### src/bwu_pkg.sv
// types and constants shared by the trap table modules
// no dependencies
`timescale 1ns / 1ps

package bwu_pkg;

    typedef enum logic [2:0] {
        ACT_SET      = 3'd0,
        ACT_CLR_SLOT = 3'd1,
        ACT_CLR_ADDR = 3'd2,
        ACT_CLR_ALL  = 3'd3,
        ACT_TRACE    = 3'd4,
        ACT_SNOOP    = 3'd5,
        ACT_STEP     = 3'd6,
        ACT_READ     = 3'd7
    } t_action;

    localparam logic [2:0] KIND_BREAK = 3'd0;
    localparam logic [2:0] KIND_TRACE = 3'd1;
    localparam logic [2:0] KIND_TRON  = 3'd2;
    localparam logic [2:0] KIND_TROFF = 3'd3;
    localparam logic [2:0] KIND_ONCE  = 3'd4;
    localparam logic [2:0] KIND_WATCH = 3'd5;

    localparam logic [1:0] ST_OK      = 2'd0;
    localparam logic [1:0] ST_FULL    = 2'd1;
    localparam logic [1:0] ST_INVALID = 2'd2;

    localparam int IN_TDATA_W  = 56;
    localparam int OUT_TDATA_W = 32;

    typedef struct packed {
        logic [15:0] pc;
        logic        trace_enable;
        logic [7:0]  mem_byte;
        logic [3:0]  slot_index;
        logic        match_any;
        logic [2:0]  trap_kind;
        logic [15:0] trap_address;
        t_action     action;
    } t_req;

    typedef struct packed {
        logic [2:0]  entry_kind;
        logic [15:0] entry_address;
        logic        entry_valid;
        logic        fast_run;
        logic        trace_now;
        logic        watch_hit;
        logic        stop;
        logic [3:0]  slot_out;
        logic [1:0]  status;
    } t_res;

    typedef struct packed {
        logic [15:0] addr;
        logic [2:0]  kind;
        logic [7:0]  data;
    } t_slot;

    // controller to datapath commands
    typedef struct packed {
        logic start;
        logic bad_idx;
        logic rd_en;
        logic eval_en;
        logic fin;
        logic commit;
    } t_cmd;

endpackage

### src/bwu_obuf.sv
// one-entry output register between the result and the master side
// depends on bwu_pkg
`timescale 1ns / 1ps

module bwu_obuf
    import bwu_pkg::*;
(
    input  logic i_clk,
    input  logic i_rst_n,
    input  logic i_valid,
    output logic o_ready,
    input  t_res i_res,
    output logic o_valid,
    input  logic i_ready,
    output t_res o_res
);

    logic r_full;
    logic n_full;
    t_res r_res;

    assign o_ready = !r_full || i_ready;
    assign o_valid = r_full;
    assign o_res   = r_res;

    always_comb begin
        n_full = r_full;
        if (i_valid && o_ready) begin
            n_full = 1'b1;
        end else if (i_ready) begin
            n_full = 1'b0;
        end
    end

    always_ff @(posedge i_clk) begin
        if (!i_rst_n) begin
            r_full <= 1'b0;
        end else begin
            r_full <= n_full;
        end
    end

    always_ff @(posedge i_clk) begin
        if (i_valid && o_ready) begin
            r_res <= i_res;
        end
    end

endmodule

### src/bwu_ctrl.sv
// sequencer: accepts a request, walks the slots that the action needs, hands off the result
// depends on bwu_pkg
`timescale 1ns / 1ps

module bwu_ctrl
    import bwu_pkg::*;
#(
    parameter int TRAP_SLOTS = 16
) (
    input  logic                              i_clk,
    input  logic                              i_rst_n,
    input  logic                              i_in_valid,
    output logic                              o_in_ready,
    input  t_action                           i_action,
    input  logic [3:0]                        i_slot_index,
    input  logic                              i_out_ready,
    output t_cmd                              o_cmd,
    output logic [((TRAP_SLOTS > 1) ? $clog2(TRAP_SLOTS) : 1)-1:0] o_rd_addr,
    output logic [((TRAP_SLOTS > 1) ? $clog2(TRAP_SLOTS) : 1)-1:0] o_eval_ptr
);

    localparam int PW = (TRAP_SLOTS > 1) ? $clog2(TRAP_SLOTS) : 1;
    localparam logic [PW-1:0] LAST_SLOT = PW'(TRAP_SLOTS - 1);

    typedef enum logic [3:0] {
        S_IDLE  = 4'b0001,
        S_SCAN  = 4'b0010,
        S_DRAIN = 4'b0100,
        S_FIN   = 4'b1000
    } t_state;

    t_state        r_state, n_state;
    logic [PW-1:0] r_ptr, n_ptr;
    logic [PW-1:0] r_last, n_last;
    logic [PW-1:0] r_eval_ptr;
    logic          r_eval_en;
    logic          bad_idx;
    logic          accept;

    assign bad_idx    = int'(i_slot_index) >= TRAP_SLOTS;
    assign o_in_ready = (r_state == S_IDLE);
    assign accept     = i_in_valid && o_in_ready;
    assign o_rd_addr  = r_ptr;
    assign o_eval_ptr = r_eval_ptr;

    always_comb begin
        n_state = r_state;
        n_ptr   = r_ptr;
        n_last  = r_last;
        o_cmd   = '0;
        o_cmd.eval_en = r_eval_en;
        case (r_state)
            S_IDLE: begin
                if (accept) begin
                    o_cmd.start = 1'b1;
                    if (i_action inside {ACT_SET, ACT_CLR_ADDR, ACT_SNOOP, ACT_STEP}) begin
                        n_ptr   = '0;
                        n_last  = LAST_SLOT;
                        n_state = S_SCAN;
                    end else if (i_action inside {ACT_CLR_SLOT, ACT_READ}) begin
                        if (bad_idx) begin
                            o_cmd.bad_idx = 1'b1;
                            n_state       = S_FIN;
                        end else begin
                            n_ptr   = PW'(i_slot_index);
                            n_last  = PW'(i_slot_index);
                            n_state = S_SCAN;
                        end
                    end else begin
                        n_state = S_FIN;
                    end
                end
            end
            S_SCAN: begin
                o_cmd.rd_en = 1'b1;
                if (r_ptr == r_last) begin
                    n_state = S_DRAIN;
                end else begin
                    n_ptr = r_ptr + PW'(1);
                end
            end
            S_DRAIN: begin
                n_state = S_FIN;
            end
            S_FIN: begin
                o_cmd.fin = 1'b1;
                if (i_out_ready) begin
                    o_cmd.commit = 1'b1;
                    n_state      = S_IDLE;
                end
            end
            default: begin
                n_state = S_IDLE;
            end
        endcase
    end

    always_ff @(posedge i_clk) begin
        if (!i_rst_n) begin
            r_state   <= S_IDLE;
            r_eval_en <= 1'b0;
        end else begin
            r_state   <= n_state;
            r_eval_en <= o_cmd.rd_en;
        end
    end

    always_ff @(posedge i_clk) begin
        r_ptr      <= n_ptr;
        r_last     <= n_last;
        r_eval_ptr <= r_ptr;
    end

`ifndef SYNTHESIS
    a_fin_holds: assert property (@(posedge i_clk) disable iff (!i_rst_n)
        (r_state == S_FIN && !i_out_ready) |=> (r_state == S_FIN))
        else $error("result dropped while output stalled");
    a_eval_in_scan: assert property (@(posedge i_clk) disable iff (!i_rst_n)
        r_eval_en |-> (r_state == S_SCAN || r_state == S_DRAIN))
        else $error("slot evaluation outside a scan");
    a_ptr_bound: assert property (@(posedge i_clk) disable iff (!i_rst_n)
        (r_state == S_SCAN) |-> (r_ptr <= r_last))
        else $error("scan pointer passed its end");
`endif

endmodule

### src/bwu_dp.sv
// datapath: slot memory, valid bits, counters, trace mode, result assembly
// depends on bwu_pkg
`timescale 1ns / 1ps

module bwu_dp
    import bwu_pkg::*;
#(
    parameter int TRAP_SLOTS = 16
) (
    input  logic                              i_clk,
    input  logic                              i_rst_n,
    input  t_cmd                              i_cmd,
    input  t_req                              i_req,
    input  logic [((TRAP_SLOTS > 1) ? $clog2(TRAP_SLOTS) : 1)-1:0] i_rd_addr,
    input  logic [((TRAP_SLOTS > 1) ? $clog2(TRAP_SLOTS) : 1)-1:0] i_eval_ptr,
    output t_res                              o_res
);

    localparam int PW = (TRAP_SLOTS > 1) ? $clog2(TRAP_SLOTS) : 1;
    localparam int CW = $clog2(TRAP_SLOTS + 1);

    // slot contents, written and read one slot per cycle
    t_slot r_mem [TRAP_SLOTS];
    t_slot r_rd;

    logic [TRAP_SLOTS-1:0] r_valid;
    logic [CW-1:0]         r_used, n_used;
    logic [CW-1:0]         r_watch, n_watch;
    logic                  r_pending, n_pending;
    logic                  r_trace, n_trace;

    // request and per-request accumulators
    t_req        r_req;
    logic [1:0]  r_status, n_status;
    logic        r_found, n_found;
    logic [3:0]  r_slot_out, n_slot_out;
    logic        r_brk, n_brk;
    logic        r_tr, n_tr;
    logic        r_on, n_on;
    logic        r_off, n_off;
    logic        r_ent_vld, n_ent_vld;
    logic [15:0] r_ent_addr, n_ent_addr;
    logic [2:0]  r_ent_kind, n_ent_kind;

    logic        ev_valid;
    logic        v_set, v_clr, v_clr_all;
    logic        do_free;
    logic        mem_we;
    t_slot       mem_wd;
    logic        trace_new;

    assign ev_valid  = r_valid[i_eval_ptr];
    assign trace_new = r_off ? 1'b0 : (r_on ? 1'b1 : r_trace);

    always_comb begin
        n_used     = r_used;
        n_watch    = r_watch;
        n_pending  = r_pending;
        n_trace    = r_trace;
        n_status   = r_status;
        n_found    = r_found;
        n_slot_out = r_slot_out;
        n_brk      = r_brk;
        n_tr       = r_tr;
        n_on       = r_on;
        n_off      = r_off;
        n_ent_vld  = r_ent_vld;
        n_ent_addr = r_ent_addr;
        n_ent_kind = r_ent_kind;
        v_set      = 1'b0;
        v_clr      = 1'b0;
        v_clr_all  = 1'b0;
        do_free    = 1'b0;
        mem_we     = 1'b0;
        mem_wd     = r_rd;

        if (i_cmd.start) begin
            n_status   = i_cmd.bad_idx ? ST_INVALID : ST_OK;
            n_found    = 1'b0;
            n_slot_out = '0;
            n_brk      = 1'b0;
            n_tr       = 1'b0;
            n_on       = 1'b0;
            n_off      = 1'b0;
            n_ent_vld  = 1'b0;
            n_ent_addr = '0;
            n_ent_kind = '0;
        end

        if (i_cmd.eval_en) begin
            case (r_req.action)
                ACT_SET: begin
                    if (!ev_valid && !r_found) begin
                        n_found     = 1'b1;
                        n_slot_out  = 4'(i_eval_ptr);
                        v_set       = 1'b1;
                        mem_we      = 1'b1;
                        mem_wd.addr = r_req.trap_address;
                        mem_wd.kind = r_req.trap_kind;
                        mem_wd.data = r_req.mem_byte;
                        n_used      = r_used + CW'(1);
                        if (r_req.trap_kind == KIND_WATCH) begin
                            n_watch = r_watch + CW'(1);
                        end
                    end
                end
                ACT_CLR_SLOT: begin
                    if (!ev_valid) begin
                        n_status = ST_INVALID;
                    end else begin
                        do_free = 1'b1;
                    end
                end
                ACT_CLR_ADDR: begin
                    if (ev_valid && r_rd.addr == r_req.trap_address &&
                        (r_req.match_any || r_rd.kind == r_req.trap_kind)) begin
                        do_free = 1'b1;
                    end
                end
                ACT_SNOOP: begin
                    if (ev_valid && r_rd.kind == KIND_WATCH &&
                        r_rd.addr == r_req.trap_address && r_rd.data != r_req.mem_byte) begin
                        mem_we      = 1'b1;
                        mem_wd.data = r_req.mem_byte;
                        n_pending   = 1'b1;
                    end
                end
                ACT_STEP: begin
                    if (ev_valid && r_rd.addr == r_req.pc) begin
                        case (r_rd.kind)
                            KIND_BREAK: n_brk = 1'b1;
                            KIND_TRACE: n_tr  = 1'b1;
                            KIND_TRON:  n_on  = 1'b1;
                            KIND_TROFF: n_off = 1'b1;
                            KIND_ONCE: begin
                                n_brk   = 1'b1;
                                do_free = 1'b1;
                            end
                            default: ;
                        endcase
                    end
                end
                ACT_READ: begin
                    if (ev_valid) begin
                        n_ent_vld  = 1'b1;
                        n_ent_addr = r_rd.addr;
                        n_ent_kind = r_rd.kind;
                    end
                end
                default: ;
            endcase
        end

        // release one slot: drop the pending watch with the last watchpoint
        if (do_free) begin
            v_clr = 1'b1;
            if (r_rd.kind == KIND_WATCH && r_watch != '0) begin
                n_watch = r_watch - CW'(1);
                if (r_watch == CW'(1)) begin
                    n_pending = 1'b0;
                end
            end
            if (r_used != '0) begin
                n_used = r_used - CW'(1);
            end
        end

        if (i_cmd.commit) begin
            case (r_req.action)
                ACT_CLR_ALL: begin
                    v_clr_all = 1'b1;
                    n_used    = '0;
                    n_watch   = '0;
                    n_pending = 1'b0;
                end
                ACT_TRACE: begin
                    n_trace = r_req.trace_enable;
                end
                ACT_STEP: begin
                    n_pending = 1'b0;
                    n_trace   = trace_new;
                end
                default: ;
            endcase
        end
    end

    always_comb begin
        o_res        = '0;
        o_res.status = r_status;
        case (r_req.action)
            ACT_SET: begin
                if (r_found) begin
                    o_res.slot_out = r_slot_out;
                end else begin
                    o_res.status = ST_FULL;
                end
            end
            ACT_STEP: begin
                o_res.stop      = r_brk || r_pending;
                o_res.watch_hit = r_pending;
                o_res.trace_now = r_tr || trace_new;
                o_res.fast_run  = !trace_new && (r_used == '0);
            end
            ACT_READ: begin
                o_res.entry_valid   = r_ent_vld;
                o_res.entry_address = r_ent_addr;
                o_res.entry_kind    = r_ent_kind;
            end
            default: ;
        endcase
    end

    always_ff @(posedge i_clk) begin
        if (!i_rst_n) begin
            r_valid   <= '0;
            r_used    <= '0;
            r_watch   <= '0;
            r_pending <= 1'b0;
            r_trace   <= 1'b0;
        end else begin
            if (v_clr_all) begin
                r_valid <= '0;
            end else if (v_set) begin
                r_valid[i_eval_ptr] <= 1'b1;
            end else if (v_clr) begin
                r_valid[i_eval_ptr] <= 1'b0;
            end
            r_used    <= n_used;
            r_watch   <= n_watch;
            r_pending <= n_pending;
            r_trace   <= n_trace;
        end
    end

    always_ff @(posedge i_clk) begin
        if (i_cmd.start) begin
            r_req <= i_req;
        end
        r_status   <= n_status;
        r_found    <= n_found;
        r_slot_out <= n_slot_out;
        r_brk      <= n_brk;
        r_tr       <= n_tr;
        r_on       <= n_on;
        r_off      <= n_off;
        r_ent_vld  <= n_ent_vld;
        r_ent_addr <= n_ent_addr;
        r_ent_kind <= n_ent_kind;
    end

    always_ff @(posedge i_clk) begin
        if (mem_we) begin
            r_mem[i_eval_ptr] <= mem_wd;
        end
        if (i_cmd.rd_en) begin
            r_rd <= r_mem[i_rd_addr];
        end
    end

`ifndef SYNTHESIS
    a_watch_le_used: assert property (@(posedge i_clk) disable iff (!i_rst_n)
        r_watch <= r_used)
        else $error("more watchpoints than used slots");
    a_pending_needs_watch: assert property (@(posedge i_clk) disable iff (!i_rst_n)
        r_pending |-> (r_watch != '0))
        else $error("watch change pending with no watchpoint");
`endif

endmodule

### src/breakpoint_watchpoint_unit.sv
// top level of the debug trap table: stream ports, sequencer, datapath, output register
// depends on bwu_pkg, bwu_ctrl, bwu_dp, bwu_obuf
`timescale 1ns / 1ps

// Debug trap table for a 16-bit CPU. Each request carries one action (set a trap in
// the lowest free slot, clear a slot, clear by address, clear all, set trace mode,
// snoop a memory write, end an instruction, read a slot) and yields exactly one
// result. The slot contents live in a memory read one slot per cycle, so set,
// clear by address, write snoop and step end walk every slot; clear slot and read
// slot read only the indexed slot; clear all, trace mode and an out-of-range slot
// index read no slot. One request is worked on at a time: s_axis_tready is high
// only while the sequencer is idle. Results go through a one-entry output
// register, so a stalled m_axis side does not hold up the next request until its
// result is due. Valid bits and counters are cleared by reset; slot memory is not,
// and a free slot always reads back as zero address and kind.

module breakpoint_watchpoint_unit
    import bwu_pkg::*;
#(
    parameter int TRAP_SLOTS = 16
) (
    input  logic                   i_clk,
    input  logic                   i_rst_n,
    input  logic                   s_axis_tvalid,
    output logic                   s_axis_tready,
    // [2:0] action, [18:3] trap_address, [21:19] trap_kind, [22] match_any,
    // [26:23] slot_index, [34:27] mem_byte, [35] trace_enable, [51:36] pc, rest zero
    input  logic [IN_TDATA_W-1:0]  s_axis_tdata,
    output logic                   m_axis_tvalid,
    input  logic                   m_axis_tready,
    // [1:0] status, [5:2] slot_out, [6] stop, [7] watch_hit, [8] trace_now,
    // [9] fast_run, [10] entry_valid, [26:11] entry_address, [29:27] entry_kind, rest zero
    output logic [OUT_TDATA_W-1:0] m_axis_tdata
);

    localparam int PW = (TRAP_SLOTS > 1) ? $clog2(TRAP_SLOTS) : 1;

    t_req          req;
    t_cmd          cmd;
    t_res          dp_res;
    t_res          out_res;
    logic          obuf_ready;
    logic [PW-1:0] rd_addr;
    logic [PW-1:0] eval_ptr;

    // unused pad bits of the input word are ignored
    assign req = t_req'(s_axis_tdata[$bits(t_req)-1:0]);
    assign m_axis_tdata = {{(OUT_TDATA_W - $bits(t_res)){1'b0}}, out_res};

    bwu_ctrl #(
        .TRAP_SLOTS (TRAP_SLOTS)
    ) u_ctrl (
        .i_clk        (i_clk),
        .i_rst_n      (i_rst_n),
        .i_in_valid   (s_axis_tvalid),
        .o_in_ready   (s_axis_tready),
        .i_action     (req.action),
        .i_slot_index (req.slot_index),
        .i_out_ready  (obuf_ready),
        .o_cmd        (cmd),
        .o_rd_addr    (rd_addr),
        .o_eval_ptr   (eval_ptr)
    );

    bwu_dp #(
        .TRAP_SLOTS (TRAP_SLOTS)
    ) u_dp (
        .i_clk      (i_clk),
        .i_rst_n    (i_rst_n),
        .i_cmd      (cmd),
        .i_req      (req),
        .i_rd_addr  (rd_addr),
        .i_eval_ptr (eval_ptr),
        .o_res      (dp_res)
    );

    bwu_obuf u_obuf (
        .i_clk   (i_clk),
        .i_rst_n (i_rst_n),
        .i_valid (cmd.fin),
        .o_ready (obuf_ready),
        .i_res   (dp_res),
        .o_valid (m_axis_tvalid),
        .i_ready (m_axis_tready),
        .o_res   (out_res)
    );

endmodule
### config.mk
export PLATFORM = sky130hd
export DESIGN_NAME = breakpoint_watchpoint_unit
export DESIGN_NICKNAME = d
export VERILOG_FILES = /design/src/bwu_pkg.sv /design/src/bwu_obuf.sv /design/src/bwu_ctrl.sv /design/src/bwu_dp.sv /design/src/breakpoint_watchpoint_unit.sv
export SDC_FILE = /design/constraint.sdc
export NUM_CORES = 1
export LEC_CHECK = 0
export BUFFER_PORTS_ARGS = -buffer_cell sky130_fd_sc_hd__buf_2
export CORE_MARGIN = 1.5
export CORE_UTILIZATION = 50
export DETAILED_ROUTE_END_ITERATION = 10
export PLACE_DENSITY_LB_ADDON = 0.25
export SLEW_MARGIN = 20
export SYNTH_ARGS = -nofsm -noshare
export SYNTH_HDL_FRONTEND = slang
export SYNTH_SLANG_ARGS = --single-unit
### constraint.sdc
create_clock -name i_clk -period 4.9 [get_ports i_clk]
set_clock_uncertainty 0.1 [all_clocks]
set_input_delay 0.98 -clock i_clk [delete_from_list [all_inputs] [get_ports i_clk]]
set_output_delay 0.98 -clock i_clk [all_outputs]
set_load 0.01 [all_outputs]
* After elaboration in Yosys (flattened, before gate mapping)
Memories as Yosys holds them, arrays and structs flattened. A register that Yosys moved wholly into a read port is not among the register bits.
Index checks and enable logic that the tools add are counted.
** Word-level totals
- Input bits :: 60
- Flip-flop bits (word level) :: 155
- Logic and storage cells :: 242
- Memories :: 1
- Memory bits (writable) :: 432
- Output and inout bits :: 34
** Operators by class
- Add/subtract/negate cells :: 5
- $lt $le $gt $ge :: 2
- Reductions and logical operators :: 41
- Eq/ne operators :: 33
- Bitwise gates (word level) :: 4
- Multiplexer cells :: 119
** Memory list
- u_dp.r_mem :: depth 16, bits a word 27, read ports 1, clocked after Yosys merged registers in 1, write ports 1, RTL line bwu_dp.sv:23 : t_slot r_mem [TRAP_SLOTS];
** Operators with widths (number)
- 16-bit two-way mux :: 6
- 5-bit two-way mux :: 15
- 1-bit two-way mux :: 59
- 27-bit two-way mux :: 2
- 4-bit two-way mux :: 13
- 16-bit == test :: 2
- 3-bit == test, second input constant :: 10
- 2-bit two-way mux :: 10
- 19-bit two-way mux :: 1
- 16-bit AND :: 1
- 16-bit inverter :: 1
- 16-bit bitwise OR :: 1
- 4-bit case mux with 4 select lines :: 1
- 8-bit case mux with 2 select lines :: 1
- 3-bit by 2-bit == test with 1-bit output, second input constant :: 5
- 1-bit logical AND :: 12
- 3-bit two-way mux :: 4
- 2-bit nonzero test :: 6
- 5-bit by 1-bit adder with 5-bit output, second input constant :: 2
- 5-bit nonzero test :: 2
- 5-bit by 1-bit subtractor with 5-bit output, second input constant :: 2
- 3-bit by 1-bit == test with 1-bit output, second input constant :: 3
- 3-bit logical NOT :: 3
- 8-bit two-way mux :: 1
- 28 further kinds :: 41

* Longest topological paths before layout
Gate-level depths: netlist of run 1.
- Word-level depth :: 13
- Gate-level depth with buffers :: 10
- Depth with buffers taken out :: 8

* Hierarchy
A second synthesis of run 1 with hierarchy kept.
** Second synthesis, totals
- Cell total of the unflattened synthesis :: 1325
- Area total of the unflattened synthesis :: 24159.4 µm²
** By module, submodules not included
- bwu_dp :: times used 1, sequential area each 16405.7 µm², cells an instance 1203, area an instance 22331.4 µm²
- bwu_obuf :: times used 1, sequential area each 920.9 µm², cells an instance 35, area an instance 958.4 µm²
- bwu_ctrl :: times used 1, sequential area each 420.4 µm², cells an instance 84, area an instance 850.8 µm²
- breakpoint_watchpoint_unit :: times used 1, sequential area each 0.0 µm², cells an instance 3, area an instance 18.8 µm²

* Worst setup path before layout of run 1
OpenSTA, ideal clock, no wires.
- Kind :: reg2reg
- Start point :: register u_ctrl.r_eval_ptr[0], in the netlist u_ctrl.o_eval_ptr[0]
- End point :: memory u_dp.r_mem[15][0] in the netlist's numbering, enable pin
- Data required time :: 4.389 ns
- Stages on the path, launching flop included :: 10
- Setup time :: 0.411 ns
- Path buffers :: 3
- Arrival time :: 3.355 ns
- Slack :: 1.034 ns
- Clock period less this slack :: 3.866 ns
- Path through :: dfxtp_1 > buf_6 > mux4_2 > mux2_2 > mux2_4 > nor4_4 > o21ai_2 > buf_6 > buf_2 > nor2_1
** Between the ends
- Word-level cells in the longest chain between the ends :: 10
- Elaborated cells between the ends (all ways) :: 13
- Those cells by class :: mux (8); reduce/logical (5)
** RTL lines
- from (decl) :: RTL line bwu_ctrl.sv:35 : logic [PW-1:0] r_eval_ptr;
- from (signal assigned) :: RTL line bwu_ctrl.sv:111 : r_eval_ptr <= r_ptr;
- 1-bit binary-select mux with 4-bit select :: RTL line bwu_dp.sv:52 : assign ev_valid = r_valid[i_eval_ptr];
- 1-bit two-way mux (not written as such) :: RTL line bwu_dp.sv:52
- 1-bit logical AND (2 in a row) :: RTL line bwu_dp.sv:121 : if (ev_valid && r_rd.kind == KIND_WATCH &&
- 1-bit logical AND :: RTL line bwu_dp.sv:122 : r_rd.addr == r_req.trap_address && r_rd.data != r_req.mem_byte) begin
- 1-bit two-way mux :: RTL line bwu_dp.sv:121
- 1-bit case mux with 2 select lines :: RTL line bwu_dp.sv:91 : case (r_req.action)
- 1-bit two-way mux :: RTL line bwu_dp.sv:90 : if (i_cmd.eval_en) begin
- 1-bit two-way mux :: RTL line bwu_dp.sv:253 : if (mem_we) begin
- 1-bit two-way mux (not written as such) :: RTL line bwu_dp.sv:254 : r_mem[i_eval_ptr] <= mem_wd;
- to (decl) :: RTL line bwu_dp.sv:23
Parallel ways exist; a longest one is shown, timed or not. The select of a mux whose other input is x is not followed.

* Final worst setup path of run 1
- Start point :: register u_dp.r_rd[17] (netlist name)
- End point :: memory u_dp.r_mem[3][3] in the netlist's numbering, enable pin
** Between the ends
- Word-level cells in the longest chain between the ends :: 8
** RTL lines (RTL line)
- 16-bit == test :: bwu_dp.sv:122
- 1-bit logical AND :: bwu_dp.sv:121
- 1-bit logical AND :: bwu_dp.sv:122
- 1-bit two-way mux :: bwu_dp.sv:121
- 1-bit case mux with 2 select lines :: bwu_dp.sv:91
- 1-bit two-way mux :: bwu_dp.sv:90
- 1-bit two-way mux :: bwu_dp.sv:253
- 1-bit two-way mux (not written as such) :: bwu_dp.sv:254
No other way between the ends.

==> metrics, run 1 <==
CTS Hold Buffers Added=0; Initial Util=50.7%; Lkg Pwr=8.85 nW; Slew HR=29.7%; postcts setup bufs=0; RSZ-0062 raised after global routing=false; TritonCTS Buffers=60; Final period util=79.8%; Critical Path Source Type=register; Met1 Wirelength=22.3 mm; CP max stage cell=nor2_4; met2 WL=25.9 mm; drt drc=0; Congestion Overflow GR=0; n_diodes=0; CTS tree=yes; Final setup viols=0; worst slack, placed=1.00 ns; kind of critical path=register to register; Resized Gates After CTS=0; CP bufs+invs=2; routability cong.=0.797; commonest cells in the netlist=edfxtp_1, mux4_2, nand2_1; Hold WC Path Type=register to register; CTS root buffer=clkbuf_16; vias in the first global route=12700; worst-path maximum fanout=24; first-pass GRT wire length=78.6 mm; minimum clock period=3.91 ns; Reg clk slew, reported paths=0.06 ns; Area Overhead vs Synth=13.6%; Largest stage delay, worst path=0.62 ns; nets@finish=1501; largest net degree at the start of global routing=87; I/O pins=94; DIE AREA=0.0496 mm^2; sequential share of the synthesized area=73.5%; Post-Syn Area=0.0241 mm^2; Post-synth EDFFs=545; clock tree buffer depth=3; GRT Overall Usage=21.6%; post-synth top area share=67.8%; Core ar.=0.0476 mm^2; Worst EP required=5.12 ns; register bit total from synthesis=614; Clock Latency Late Sink=0.62 ns; Synthesis Warnings=0; highest metal used=met4; Worst Tran Pin Value=1.05 ns; initial DRC count=1229; family with the most delay on the worst path=simple AND/OR/NAND/NOR gates; ANT nets after route=0; crit end category=register; Area contributors post-synth=edfxtp_1, mux4_2, dfxtp_1; DR vias/cell=5.96; Synth area leader=edfxtp_1; setup slack after layout=0.989 ns; Die Span Y=223 um; mean routed wirelength per cell=25.0 um; crit path DAT=4.13 ns; Final HPWL DP=30.0 mm; count leader, synth=edfxtp_1; Synth Area per Inst=18.2 um^2; drt total wl=52.6 mm; first-pass detailed-route iteration total=5; layout cells sized above 1=25.8%; num rows=80; clk sinks=614; metal3 WL=2.84 mm; dpl cells=1988; # port buffers=87; worst-path cell chain=xor2_1 > nor4_1 > nand4_1 > nor3_1 > o21ai_4 > buf_4 > nor2_4 > buf_12; worst vdd ir=0.279 mV; Synth cell types=58; fin. max-slew vios=0; TNS Setup=0 ns; fraction of registers with async set/reset=0%; final hold violation count=0; f_max=256 MHz; initial antenna violation count=0; vias post-DR=12500; Main synth FF type=edfxtp_1; Max H-tree Level=2; max cap viols=0; Overall Power=11.1 mW; Die Wd=223 um; Pwr Density=405 mW/mm^2; final std cells w/o fill=2100; outcome=completed; Post-Syn Instances=1325
==> flip-flops by register name, summed over array words and instances, names as in the netlist, 2 cells and up, named ones only <==
name and count:
u_dp.r_mem 432, u_dp.r_req 48, u_obuf.o_res 30, u_dp.r_rd 27
u_dp.r_ent_addr 16, u_dp.r_used 5, u_dp.r_watch 5, u_ctrl.o_eval_ptr 4
u_ctrl.o_rd_addr 4, u_ctrl.r_last 4, u_ctrl.r_state 4, u_dp.r_slot_out 4
u_dp.r_ent_kind 3, u_dp.r_status 2
==> worst register-to-register path: cells and delay by family (launching register included) <==
family | cells | cell delay (ns)
simple gates | 4 | 2.04
xor+xnor | 1 | 0.23
compound gates | 1 | 0.10
flops | 1 | 0.55
buf+inv | 2 | 0.60
==> cell families (layout without fill, tap and decap cells) <==
logic type | after synthesis | in the layout | synth area share [%]
xor gates and xnor gates | 55 | 55 | 2.00
buffers and inverters | 81 | 240 | 1.46
adders and majority gates | 6 | 6 | 0.311
AOI/OAI and AO/OA | 123 | 123 | 3.22
and+or+nand+nor | 263 | 263 | 5.42
muxes | 182 | 182 | 14.1
other | 1 | 2 | 0.0155
DFF | 614 | 614 | 73.5
==> metal layers <==
layer	up-vias	GRT usage, %
met1	6522	29.5
met4	0	6.85
met3	102	3.54
met5	-	0
li1	5484	-
met2	401	35.8
==> metrics by stage <==
stage / area, um^2 / hold WS, ns / utilization (%)
final: 27400 / 0.337 / 57.6
after global routing: 27400 / 0.364 / 57.6
after CTS: 27400 / 0.335 / 57.6
after detailed placement: 25500 / 0.327 / 53.6
after global placement: 25500 / 0.319 / 53.6
after floorplan: 24100 / 0.246 / -
==> final timing paths <==
path | slack, ns | startpoint | cells after the start | to
hold reg to reg | 0.34 | u_dp.r_status[0] | 2 | u_dp.r_status[0]
hold / removal | 0.34 | u_dp.r_status[0] | 2 | u_dp.r_status[0]
setup reg to reg | 0.99 | u_dp.r_rd[17] | 8 | u_dp.r_mem[3][3]
setup / recovery | 0.99 | u_dp.r_rd[17] | 8 | u_dp.r_mem[3][3]
==> cell usage in the layout (no fill, tap or decap), drive strengths merged, types with 4 or more instances in the layout <==
cell,n
nor2,44
dfxtp,69
mux2i,24
buf,117
o211ai,7
a22oi,6
o31ai,10
nand4,14
a221oi,7
or2,5
xnor2,28
nand3b,5
inv,11
nor4b,4
a31oi,6
clkbuf,76
a21oi,18
mux4,121
ha,6
and3,5
and2,26
clkinv,29
o22ai,5
edfxtp,545
nand3,19
xor2,27
bufinv,5
nor3,7
nand2,102
nor2b,14
o21ai,49
nor4,8
mux2,37
==> area by class of cell <==
class | count | area [um^2]
timing repair buffer | 117 | 786
inverter | 11 | 41.3
multi-input combinational | 631 | 6180
sequential | 614 | 17700
clock inverter | 36 | 305
clock buffer | 76 | 1600
tap | 615 | 769
fill | 3572 | 20200
==> power by group <==
group	switching, mW	internal (mW)	total [mW]	leakage, nW
logic	0.426	0.357	0.783	2.43
registers	0.0859	5.77	5.86	5.50
clock network	1.91	2.57	4.47	0.924
Note: power is estimated with default switching activity, not from simulation.
==> run 2: changes to the inputs <==
--- a/config.mk
+++ b/config.mk
@@ -5,6 +5,7 @@
 export SDC_FILE = /design/constraint.sdc
 export NUM_CORES = 1
 export LEC_CHECK = 0
+export ABC_AREA = 1
 export BUFFER_PORTS_ARGS = -buffer_cell sky130_fd_sc_hd__buf_2
 export CORE_MARGIN = 1.5
 export CORE_UTILIZATION = 50
==> constraint.sdc (replaced) <==
create_clock -name i_clk -period 3.85 [get_ports i_clk]
set_clock_uncertainty 0.1 [all_clocks]
set_input_delay 0.77 -clock i_clk [delete_from_list [all_inputs] [get_ports i_clk]]
set_output_delay 0.77 -clock i_clk [all_outputs]
set_load 0.01 [all_outputs]
==> metrics, run 2 <==
family with the most delay on the worst path=simple AND/OR/NAND/NOR gates; fin. max-slew vios=0; post-synthesis mux area share=0%; Post-synth EDFFs=545; outcome=completed; count leader, synth=edfxtp_1; clock tree buffer depth=3; Post-Synth Adder-Cell Area=0.296%; max cap viols=0; Congestion Overflow GR=0; Core ar.=0.0502 mm^2; most frequent CP cell=nand2_1; largest net degree at the start of global routing=163; CP Capture Point=u_dp.r_mem[13][20]; Final setup viols=0; R2R setup slack=0.62 ns; Resized Gates After CTS=0; Post-Synth XOR/XNOR Area=0.621%; GRT Overall Usage=23.4%; Synth cell types=43; vias post-DR=17100; crit path from=u_dp.r_rd[21]; routability cong.=0.878; CTS tree=yes; CTS root buffer=clkbuf_16; Hold Startpoint=s_axis_tdata[45]; postcts setup bufs=0; CTS Hold Buffers Added=0; Synth area leader=edfxtp_1; Post-Syn Instances=2210; Die Wd=228 um; commonest non-fill, non-tap cell in the layout=edfxtp_1; commonest cells in the netlist=edfxtp_1, nand2_1, nor2_1; worst vdd ir=0.329 mV; num rows=82; initial DRC count=1733; worst-path maximum fanout=19; Die Span Y=228 um; crit path DAT=3.41 ns; most flop-heavy register=u_dp.r_mem; CP bufs+invs=2; met2 WL=29.5 mm; Initial Util=50.6%; Met1 Wirelength=25.8 mm; crit end category=register; clk sinks=614; Clock Latency Late Sink=0.63 ns; Reg2Reg Depth=12; r2r endpoint=u_dp.r_mem[13][20]; complex-gate fraction of the synthesized area=10.5%; minimum clock period=3.23 ns; Crit path depth=12; Simple-Gate Fraction of Synth Area=13.9%; Pwr Density=517 mW/mm^2; TNS Setup=0 ns; vias in the first global route=16700; worst-path cell chain=nand2_1 > nand2_1 > nor2_1 > nand2_1 > nor2_1 > nand2_1 > nor2_4 > nand4_4 > nand2_2 > inv_2 > nor2_4 > buf_4; Final period util=83.9%; Worst EP required=4.03 ns; Max H-tree Level=2; highest metal used=met4; Post-Syn Area=0.0254 mm^2; metal3 WL=4.36 mm; layout cells sized above 1=13.0%; Worst R2R Start=u_dp.r_rd[21]; nets@finish=2370; post-synth top area share=64.4%; mean routed wirelength per cell=20.3 um; RSZ-0062 raised after global routing=false; TritonCTS Buffers=61; Final HPWL DP=34.7 mm; Area contributors post-synth=edfxtp_1, dfxtp_1, o21ai_0; Hold WC Path Type=input port to register; # port buffers=87; Lkg Pwr=10.2 nW; register bit total from synthesis=614; I/O pins=94; f_max=310 MHz; DIE AREA=0.0522 mm^2; most frequent cells in the layout=edfxtp_1, nand2_1, nor2_1, o21ai_0, inv_1; hold_ws=0.213 ns; Critical Path Source Type=register; Area Overhead vs Synth=14.0%; final hold violation count=0; drt total wl=61.4 mm; Worst Tran Pin Value=1.08 ns; CP max stage cell=edfxtp_1; Reg clk slew, reported paths=0.06 ns; Largest stage delay, worst path=0.44 ns; drt drc=0; first-pass detailed-route iteration total=5; first-pass GRT wire length=94.0 mm; max reg flops=432; Synthesis Warnings=0; kind of critical path=register to register; DR vias/cell=5.64; ANT nets after route=0; Slew HR=27.6%; Main synth FF type=edfxtp_1; Synth Area per Inst=11.5 um^2; fraction of registers with async set/reset=0%; main combinational cell family by area after synthesis=simple AND/OR/NAND/NOR gates; initial antenna violation count=1; sequential share of the synthesized area=69.9%
-- run 2: power breakdown --
part	switching (mW)	leakage, nW	internal (mW)	total (mW)
sequential	0.0924	5.49	7.37	7.46
combinational	0.943	3.72	0.366	1.31
clock	2.48	1.01	3.71	6.19
-- run 2: layout make-up --
cell class	instances	area, um^2
Antenna cell	2	5.00
Clock buffer	77	1620
Clock inverter	35	482
Fill cell	3996	21200
Inverter	184	693
Multi-Input combinational cell	1299	6490
Sequential cell	614	17700
Tap cell	672	841
Timing Repair Buffer	144	1080
-- run 2: worst min path at each step --
stage | to | slack [ns] | cells past startpoint
floorplan | u_ctrl.o_eval_ptr[2] | 0.25 | 0
global placement | u_dp.r_on | 0.34 | 2
detailed placement | u_dp.r_status[0] | 0.35 | 2
CTS | u_dp.r_req[47] | 0.18 | 1
global route | u_dp.r_req[14] | 0.19 | 1
finish | u_dp.r_req[45] | 0.21 | 1
-- run 2: cells by family (layout without fill, tap and decap cells) --
group / Yosys count / after routing
compound gates: 455 / 455
xor+xnor: 18 / 18
fa+ha+maj: 6 / 6
buf+inv: 298 / 440
flops: 614 / 614
other cells: 1 / 4
simple gates: 818 / 818
-- run 2: metal layers --
layer | global-route usage, % | vias up
met4 | 7.53 | 0
met5 | 0 | -
met2 | 39.4 | 659
li1 | - | 7990
met3 | 3.43 | 118
met1 | 31.3 | 8298
-- run 2: stage by stage --
| step | utilization (%) | setup slack (ns) | std cells | power, mW | instance area (um^2) |
|---|---|---|---|---|---|
| detailed placement | 53.5 | 0.614 | 2913 | 8.89 | 26800 |
| global route | 57.7 | 0.411 | 3025 | 15.5 | 29000 |
| floorplan | - | 0.461 | 2211 | 8.44 | 25400 |
| CTS | 57.7 | 0.590 | 3025 | 15.1 | 28900 |
| finish | 57.7 | 0.621 | 3027 | 15.0 | 29000 |
| global placement | 53.5 | 0.614 | 2913 | 8.85 | 26800 |
==> run 3: changes to the inputs <==
==> constraint.sdc (replaced) <==
create_clock -name i_clk -period 2.6 [get_ports i_clk]
set_clock_uncertainty 0.1 [all_clocks]
set_input_delay 0.52 -clock i_clk [delete_from_list [all_inputs] [get_ports i_clk]]
set_output_delay 0.52 -clock i_clk [all_outputs]
set_load 0.01 [all_outputs]
==> metrics, run 3 (synthesis results as in run 2) <==
CTS root buffer=clkbuf_16; Worst Tran Pin Value=0.779 ns; Final period util=98.7%; commonest non-fill, non-tap cell in the layout=edfxtp_1; Core ar.=0.0502 mm^2; worst slack, placed=0.0241 ns; final hold violation count=0; R2R setup slack=0.03 ns; first-pass detailed-route iteration total=5; DIE AREA=0.0522 mm^2; layout cells sized above 1=15.3%; max reg flops=432; sequential share of power=51.2%; minimum clock period=2.57 ns; drt total wl=62.6 mm; crit end category=register; RSZ-0062 raised after global routing=true; met1 usage=33.3%; routability cong.=0.884; initial DRC count=1825; Pint=16.4 mW; ANT nets after route=0; power share of the clock group=38.8%; drt drc=0; Reg clk slew, reported paths=0.07 ns; num rows=82; fin. max-slew vios=0; Die Wd=228 um; largest net degree at the start of global routing=80; worst-path maximum fanout=8; Lkg Pwr=10.8 nW; clk sinks=614; fin area=0.0301 mm^2; setup slack after layout=0.0346 ns; Die Span Y=228 um; I/O pins=94; Final HPWL DP=37.8 mm; first-pass GRT wire length=97.0 mm; f_max=390 MHz; most flop-heavy register=u_dp.r_mem; clock tree buffer depth=3; hold_ws=0.0420 ns; CP Capture Point=u_dp.r_mem[4][16]; Sw Pwr=5.20 mW; GRT Overall Usage=24.0%; Critical Path Source Type=register; Placed Area=0.0276 mm^2; vias post-DR=17500; nets@finish=2482; Worst R2R Start=u_dp.r_rd[17]; Most Crowded Layer GR=met2; Initial Util=50.6%; kind of critical path=register to register; outcome=completed; CTS tree=yes; Congestion Overflow GR=0; mean routed wirelength per cell=19.9 um; Pwr Density=716 mW/mm^2; Worst EP required=2.84 ns; max cap viols=0; worst vdd ir=0.479 mV; TritonCTS Buffers=58; Hold WC Path Type=input port to register; Switching Share=24.1%; Final setup viols=0; M2 GR Usage=39.7%; r2r endpoint=u_dp.r_mem[4][16]; crit path DAT=2.80 ns; Area Overhead vs Synth=18.7%; Reg2Reg Depth=14; Clock Latency Late Sink=0.62 ns; Max H-tree Level=2; post-layout util=60.1%; crit path from=u_dp.r_rd[17]; met3 Track Usage GR=3.21%; hold path depth=2; most frequent cells in the layout=edfxtp_1, nand2_1, nor2_1, o21ai_0, inv_1; DR vias/cell=5.58; vias in the first global route=17300; # port buffers=87; Slew HR=47.5%; combinational share of power=10.0%; initial antenna violation count=0; TNS Setup=0 ns
[run 3: cell types whose count changed in the layout (fill, tap and decap cells not counted), sizes merged, moves of 3 or more]
| cell | previous run | this run |
|---|---|---|
| clkbuf | 77 | 80 |
| buf | 144 | 209 |
| dlygate4sd3 | 0 | 47 |
| bufinv | 11 | 4 |
| clkinv | 21 | 27 |
[run 3: worst max-delay path, stage by stage (launching register included)]
cell and delay, ns:
edfxtp_1 0.45, nand2_1 0.11, nand2_1 0.05, nor2_1 0.13
nand2_1 0.11, nor2_2 0.22, nand2_4 0.09, nor2_4 0.14
nand4_4 0.09, nand2_2 0.10, inv_4 0.05, buf_12 0.15
nor2_4 0.15, buf_12 0.17, clkbuf_16 0.16
[run 3: per-stage QoR]
step	power, mW	instances
global route	22.3	3137
detailed placement	13.3	2973
floorplan	12.5	2211
CTS	21.7	3133
global placement	13.2	2973
finish	21.6	3138
[run 3: power by group through the flow]
stage               Clock, mW  Sequential (mW)  Combinational [mW]
CTS                      8.49             11.0                2.13
floorplan                   0             11.2                1.30
global route             8.89             11.0                2.38
finish                   8.38             11.0                2.15
global placement            0             11.2                2.00
detailed placement          0             11.2                2.07
[run 3: how the worst min path moves through the flow]
stage                        startpoint              endpoint  slack (ns)
finish                          i_rst_n     u_ctrl.r_state[0]        0.04
global route            s_axis_tdata[0]         u_dp.r_req[0]        0.03
CTS                     s_axis_tdata[0]         u_dp.r_req[0]       0.004
detailed placement     u_dp.r_status[0]      u_dp.r_status[0]        0.35
global placement       u_dp.r_status[0]      u_dp.r_status[0]        0.34
floorplan           u_ctrl.o_rd_addr[2]  u_ctrl.o_eval_ptr[2]        0.25
[run 3: layout make-up]
cell class	instances	area [um^2]
antenna	1	2.50
clock buffer	77	1620
timing repair buffer	259	2420
inverter	184	701
multi-input combinational	1299	6530
tap	672	841
fill	3793	20000
sequential	614	17700
clock inverter	32	282
[run 3: layer usage]
metal	share of wire, %	vias to the layer above	wire length, um
met5	0	-	0
met4	1.9	0	1200
met3	7.4	88	4660
met2	48	663	30000
met1	43	8555	26700
li1	-	8209	-
[run 3: repair_timing]
item,in CTS,in global routing
endpoints found under the setup margin,1,557
pin swaps,2,7
gates resized for setup,2,12
buffers inserted,3,4
hold buffers,47,0
hold endpoints to repair,47,0
cloned,1,3
